**src/rtl/core/i2cee_pkg.sv**
```systemverilog
// ----------------------------------------------------------------------------
// i2cee_pkg
// Shared constants and types for the I2C EEPROM slave model.
// ----------------------------------------------------------------------------
package i2cee_pkg;

  localparam int AddrW = 12;
  localparam int ByteW = 8;

  // request codes
  localparam logic [1:0] ActCtrl = 2'd0;
  localparam logic [1:0] ActBuf  = 2'd1;
  localparam logic [1:0] ActLoad = 2'd2;

  // device codes
  localparam logic [7:0] DevWrite = 8'hA0;
  localparam logic [7:0] DevRead  = 8'hA1;

  localparam logic [AddrW-1:0] AddrMask = 12'hFFF;

  // control register bits
  localparam logic [7:0] BitAcken = 8'h10;
  localparam logic [7:0] BitRcen  = 8'h08;
  localparam logic [7:0] BitPen   = 8'h04;
  localparam logic [7:0] BitRsen  = 8'h02;
  localparam logic [7:0] BitSen   = 8'h01;

  localparam logic [7:0] CondAny  = BitAcken | BitRcen | BitPen | BitRsen | BitSen;
  localparam logic [7:0] CondClr  = BitAcken | BitPen | BitRsen | BitSen;
  localparam logic [7:0] CondIdle = BitPen | BitRsen;

  typedef struct packed {
    logic             we;
    logic             re;
    logic [AddrW-1:0] addr;
    logic [ByteW-1:0] wdata;
  } mem_req_t;

endpackage

```
**src/rtl/core/i2cee_ctrl.sv**
```systemverilog
// ----------------------------------------------------------------------------
// i2cee_ctrl
// Protocol phase machine, address pointer and result registers.
// ----------------------------------------------------------------------------
module i2cee_ctrl #(
  parameter int MEMORY_BYTES = 4096
) (
  input  logic                         clk_i,
  input  logic                         rst_ni,
  input  logic                         accept_i,
  input  logic [1:0]                   action_i,
  input  logic [i2cee_pkg::ByteW-1:0]  data_i,
  input  logic [i2cee_pkg::AddrW-1:0]  load_address_i,
  output i2cee_pkg::mem_req_t          req_o,
  output logic                         done_o,
  output logic [i2cee_pkg::ByteW-1:0]  control_stored_o,
  output logic                         read_valid_o,
  output logic                         interrupt_flag_o,
  output logic                         bad_address_o
);

  localparam logic [1:0] PhIdle = 2'd0;
  localparam logic [1:0] PhHigh = 2'd1;
  localparam logic [1:0] PhLow  = 2'd2;
  localparam logic [1:0] PhData = 2'd3;

  localparam bit MemBig   = (MEMORY_BYTES >= 4096);
  localparam int RedSteps = MemBig ? 1 :
                            $clog2((4096 + MEMORY_BYTES - 1) / MEMORY_BYTES) + 1;

  // modulo by the memory size, conditional subtract of shifted sizes
  function automatic logic [i2cee_pkg::AddrW-1:0] wrap_addr(
    input logic [i2cee_pkg::AddrW-1:0] a
  );
    logic [15:0] r;
    int          lim;
    r = 16'(a);
    if (!MemBig) begin
      for (int k = RedSteps - 1; k >= 0; k--) begin
        lim = MEMORY_BYTES << k;
        if (int'(r) >= lim) begin
          r = r - 16'(lim);
        end
      end
    end
    return r[i2cee_pkg::AddrW-1:0];
  endfunction

  logic [1:0]                  phase_q, phase_d;
  logic [i2cee_pkg::AddrW-1:0] ptr_q, ptr_d;
  logic [i2cee_pkg::AddrW:0]   ptr_inc;
  logic                        done_q;
  logic [i2cee_pkg::ByteW-1:0] ctl_q, ctl_d;
  logic                        rvalid_q, rvalid_d;
  logic                        irq_q, irq_d;
  logic                        bad_q, bad_d;

  assign ptr_inc = {1'b0, ptr_q} + 13'd1;

  always_comb begin
    phase_d  = phase_q;
    ptr_d    = ptr_q;
    req_o    = '0;
    ctl_d    = '0;
    rvalid_d = 1'b0;
    irq_d    = 1'b0;
    bad_d    = 1'b0;
    if (accept_i) begin
      unique case (action_i)
        i2cee_pkg::ActCtrl: begin
          ctl_d = data_i;
          if ((data_i & i2cee_pkg::CondAny) != '0) begin
            if ((data_i & i2cee_pkg::CondIdle) != '0) begin
              phase_d = PhIdle;
            end
            irq_d = 1'b1;
            ctl_d = data_i & ~i2cee_pkg::CondClr;
          end
        end
        i2cee_pkg::ActBuf: begin
          irq_d = 1'b1;
          unique case (phase_q)
            PhIdle: begin
              if (data_i == i2cee_pkg::DevRead) begin
                rvalid_d   = 1'b1;
                req_o.re   = 1'b1;
                req_o.addr = wrap_addr(ptr_q);
                if (ptr_inc[i2cee_pkg::AddrW] || (int'(ptr_inc) >= MEMORY_BYTES)) begin
                  ptr_d = '0;
                end else begin
                  ptr_d = ptr_inc[i2cee_pkg::AddrW-1:0];
                end
              end else if (data_i == i2cee_pkg::DevWrite) begin
                phase_d = PhHigh;
              end else begin
                bad_d = 1'b1;
              end
            end
            PhHigh: begin
              ptr_d   = {data_i[3:0], 8'h00} & i2cee_pkg::AddrMask;
              phase_d = PhLow;
            end
            PhLow: begin
              ptr_d   = (ptr_q | {4'h0, data_i}) & i2cee_pkg::AddrMask;
              phase_d = PhData;
            end
            PhData: begin
              req_o.we    = 1'b1;
              req_o.addr  = wrap_addr(ptr_q);
              req_o.wdata = data_i;
              phase_d     = PhIdle;
            end
            default: begin
              phase_d = PhIdle;
            end
          endcase
        end
        i2cee_pkg::ActLoad: begin
          req_o.we    = 1'b1;
          req_o.addr  = wrap_addr(load_address_i);
          req_o.wdata = data_i;
        end
        default: begin
        end
      endcase
    end
  end

  always_ff @(posedge clk_i or negedge rst_ni) begin
    if (!rst_ni) begin
      phase_q  <= PhIdle;
      ptr_q    <= '0;
      done_q   <= 1'b0;
      rvalid_q <= 1'b0;
      irq_q    <= 1'b0;
      bad_q    <= 1'b0;
    end else begin
      phase_q  <= phase_d;
      ptr_q    <= ptr_d;
      done_q   <= accept_i;
      rvalid_q <= rvalid_d;
      irq_q    <= irq_d;
      bad_q    <= bad_d;
    end
  end

  always_ff @(posedge clk_i) begin
    ctl_q <= ctl_d;
  end

  assign done_o           = done_q;
  assign control_stored_o = ctl_q;
  assign read_valid_o     = rvalid_q;
  assign interrupt_flag_o = irq_q;
  assign bad_address_o    = bad_q;

endmodule

```
**config.mk**
```make
export PLATFORM = sky130hd
export DESIGN_NAME = i2cee_ctrl
export DESIGN_NICKNAME = d
export VERILOG_FILES = /design/src/rtl/core/i2cee_pkg.sv /design/src/rtl/core/i2cee_ctrl.sv
export SDC_FILE = /design/constraint.sdc
export NUM_CORES = 1
export LEC_CHECK = 0
export ABC_CLOCK_PERIOD_IN_PS = 2600
export BUFFER_PORTS_ARGS = -buffer_cell sky130_fd_sc_hd__buf_2
export CORE_MARGIN = 4
export CORE_UTILIZATION = 52
export CTS_BUF_LIST = sky130_fd_sc_hd__clkbuf_4
export CTS_CLUSTER_DIAMETER = 80
export CTS_CLUSTER_SIZE = 12
export DETAILED_ROUTE_END_ITERATION = 10
export GPL_ROUTABILITY_DRIVEN = 0
export PLACE_DENSITY = 0.8
export SKIP_LAST_GASP = 1
export SYNTH_ARGS = -nofsm -noshare
export SYNTH_HDL_FRONTEND = slang
export SYNTH_SLANG_ARGS = --single-unit
export TNS_END_PERCENT = 10
```
**constraint.sdc**
```tcl
create_clock -name clk_i -period 2.6 [get_ports clk_i]
set_input_delay 0.26 -clock clk_i [delete_from_list [all_inputs] [get_ports clk_i]]
set_output_delay 0.26 -clock clk_i [all_outputs]
set_load 0.05 [all_outputs]
```
# == Word level (Yosys, flattened, before mapping) ==
# Index checks and enable logic that the tools add are counted.
# word_totals
reg_bits,26
out_inout_bits,34
# classes
addsub,1
order_cmp,1
eq_ne,12
mux,30
bitwise,3
reduce_logical,11
# op_table
op,n
20-bit case mux with 2 select lines,1
12-bit case mux with 3 select lines,1
12-bit two-way mux,2
12-bit case mux with 2 select lines,1
22-bit two-way mux,1
8-bit == test (second input constant),2
8-bit nonzero test,2
1-bit two-way mux,14
12-bit by 1-bit adder with 13-bit output (second input constant),1
13-bit >= comparator (second input constant),1
13-bit two-way mux,1
12-bit by 8-bit bitwise OR with 12-bit output,1
2-bit two-way mux,4
8-bit two-way mux,1
2-bit case mux with 4 select lines,1
2-bit == test (second input constant),3
2-bit inequality test (second input constant),3
3-bit inequality test (second input constant),2
6-bit AND reduction,1
2-bit by 1-bit == test with 1-bit output (second input constant),2
2-bit logical NOT,2
1-bit case mux with 2 select lines,2
2-bit case mux with 2 select lines,1
4-bit AND reduction,1
6 further kinds,7

# == Depth between registers and ports, before layout ==
# depth
ltp_word,6
ltp_mapped,8
depth_no_buf,6

# == Least setup slack after synthesis ==
# No wires, ideal clock.
# synth_timing
path_kind,flip-flop to output port
start,reg phase_q[0]
end,out req_o[10] in the netlist's numbering
t_arrival_ns,2.156
path_slack_ns,0.184
stages_incl_launch_ff,8
path_buffers,2
path_cell_list,dfrtp_1 -> inv_1 -> ha_1 -> clkbuf_1 -> nor2b_1 -> clkbuf_1 -> a32oi_1 -> nor2_1
# synth_rtl
item,line_no,source
"start, declared",i2cee_ctrl.sv:49,"logic [1:0] phase_q, phase_d;"
"start signal, assigned",i2cee_ctrl.sv:131,phase_q <= PhIdle;
"start signal, assigned",i2cee_ctrl.sv:138,phase_q <= phase_d;
"end, declared",i2cee_ctrl.sv:14,"output i2cee_pkg::mem_req_t req_o,"

==> flow_metrics.py <==
metrics = {
    "cts": {
        "ctsRootBufferMaster": "clkbuf_4",
        "cts_buffers": 3,
        "clock_latency_ps": 320,
        "clk_pin_slew_ps": 140,
        "clock_path_buffers": 2,
        "tritoncts": "yes",
        "cts.sinks": 26,
        "cts_max_level": 1,
        "cts_resized": 0,
    },
    "synth": {
        "yosysUniqueCellTypes": 51,
        "yosysWarnings": 0,
        "netlist_area_um2": 1770,
        "synth_edf_count": 0,
        "synth.area.top_cells": "dfrtp_1 25%, dfxtp_1 9.0%, a32oi_1 6.4%",
        "seq_area_frac_synth_pct": 34.5,
        "synth_seq_cells": 26,
        "yosysTopAreaCell": "dfrtp_1",
        "async_flop_share_pct": 69.2,
        "synth_ff_type": "dfrtp_1",
        "syn_avg_cell_area_um2": 8.72,
        "synth_top_area_share_pct": 25.4,
        "syn_inst": 203,
    },
    "timing": {
        "fin_skew_ps": 6.52,
        "period_share_pct": 90.0,
        "drv_slew": 0,
        "setup_violations": 0,
        "hold_viol_final": 0,
        "rsz0062_at_grt": "false",
        "fmax_mhz": 428,
        "setup_tns_ps": 0,
        "min_period_ps": 2340,
    },
    "outcome": {
        "status": "complete, no violations",
    },
    "global_routing": {
        "grt_max_degree": 27,
        "grt_pass1_vias": 1733,
        "overflow": 0,
        "grt_pass1_wl_um": 8130,
        "antenna_found_initial": 0,
        "track_usage_pct": 23.7,
    },
    "finish": {
        "nets": 294,
        "synthToLayoutAreaGrowth_pct": 20.5,
        "layout_common_cells": "58 x buf_2, 21 x nor2_1, 18 x dfrtp_1",
        "antenna_cells": 0,
        "mostFrequentLayoutCell": "buf_2",
        "drive_gt1_share_pct": 29.3,
    },
    "worst_setup_path": {
        "path_max_fanout": 12,
        "end_kind": "output pin",
        "critical_path_class": "reg -> out",
        "startpoint_type": "flip-flop",
        "crit_start": "phase_q[0]",
        "worstPathArrival_ps": 2080,
        "cp.required_ps": 2340,
        "r2r-start": "phase_q[0]",
    },
    "die": {
        "initial_core_util_pct": 56.2,
        "die_height_um": 66.4,
        "die_w_um": 66.4,
        "ios": 59,
        "coreArea_um2": 3150,
        "dieArea_um2": 4400,
        "rows": 20,
    },
    "routing": {
        "via_per_inst": 5.98,
        "drc": 0,
        "drtPass1Iterations": 5,
        "wl_per_cell_um": 15.9,
        "num_vias": 1811,
        "drtAntennaViolNets": 0,
        "drt-initial-drc-count": 177,
        "totalWireLength_um": 4810,
    },
    "pwr": {
        "ir_drop_mv": 0.433,
        "power_density_nw_per_um2": 651,
        "finalPower_mw": 1.39,
        "leakage_nw": 0.982,
    },
    "min_path": {
        "hp-class": "in -> reg",
        "hp-start": "accept_i",
    },
    "placed_design": {
        "port_buffers": 58,
        "hpwl_um": 3660,
    },
    "job": {
        "drv_cap": 0,
    },
}
[power by group]
group | switching, mW | internal (mW)
logic | 0.394 | 0.231
clock network | 0.120 | 0.0563
registers | 0.111 | 0.478
[per-stage QoR]
step | hold slack (ps) | worst slack, ps | utilization [%] | std cells | area [um2]
final | 150 | 261 | 67.7 | 303 | 2130
after CTS | 136 | 264 | 67.7 | 303 | 2130
after global routing | 137 | 73.4 | 67.7 | 303 | 2130
after floorplan | -35.6 | 184 | - | 206 | 1780
after detailed placement | 230 | 531 | 66.5 | 298 | 2100
after global placement | 233 | 567 | 66.5 | 298 | 2100
[path summary, 6_finish.rpt]
path,cells after the start,slack (ps),to
max in group asynchronous,2,1910,bad_address_o
min,1,150,done_o
max,6,260,req_o[17]
min in group asynchronous,2,380,done_o
min reg2reg,1,560,ptr_q[8]
max reg2reg,6,670,ptr_q[1]
[logic make-up after synthesis]
family | share of synthesized area, %
fa+ha+maj | 6.36
flops | 34.5
buf+inv | 5.51
simple gates | 26.1
mux | 1.13
other cells | 0.212
compound gates | 26.1
[repair_timing]
item | CTS | global route
buffers inserted | 0 | 0
hold endpoints to repair | 18 | 0
hold buffers | 1 | 0
[critical path: stages (launching register included)]
cell	delay (ps)
dfrtp_1	440
inv_1	120
ha_1	320
a31o_2	360
a32oi_1	150
nor2_1	90
buf_2	270
[cells in the mapped netlist, types with 2 or more instances]
library cell,number
a31oi_1,2
a21oi_1,6
nand4_1,2
and3_1,9
o22a_1,2
o21ai_0,2
a221o_1,2
and3_2,2
nor4_1,3
mux2i_1,2
dfxtp_1,8
nand3_1,11
nand3b_1,3
and2_1,9
clkbuf_1,8
nand2_1,11
inv_1,8
a211oi_1,5
buf_2,6
a32oi_1,13
o21a_1,3
nor2_1,21
nand2b_1,3
nor3_1,5
dfrtp_1,18
ha_1,9
o31a_1,3
o22ai_1,4
[final cells by class]
cell class              instances  area [um2]
multi-input cells             157        1070
flip-flops and latches         26         611
fillers                       298        1020
clock inverters                 1        3.75
well taps                      44        55.1
repair buffers                 64         338
clock buffers                   3        22.5
inverters                       8        30.0
[sequential cells by signal, summed over array words and instances, names as in the netlist]
name	cells
control_stored_o	8
ptr_q	12
interrupt_flag_o	1
bad_address_o	1
read_valid_o	1
done_o	1
phase_q	2
[per-layer routing]
layer / global-route usage (%) / wire (um) / up-vias
li1: - / - / 874
met1: 31.6 / 2090 / 878
met2: 39.3 / 2490 / 53
met3: 4.08 / 194 / 6
met4: 6.09 / 37 / 0
met5: 0 / 0 / -
No activity file was read; power rests on OpenSTA's default activity.
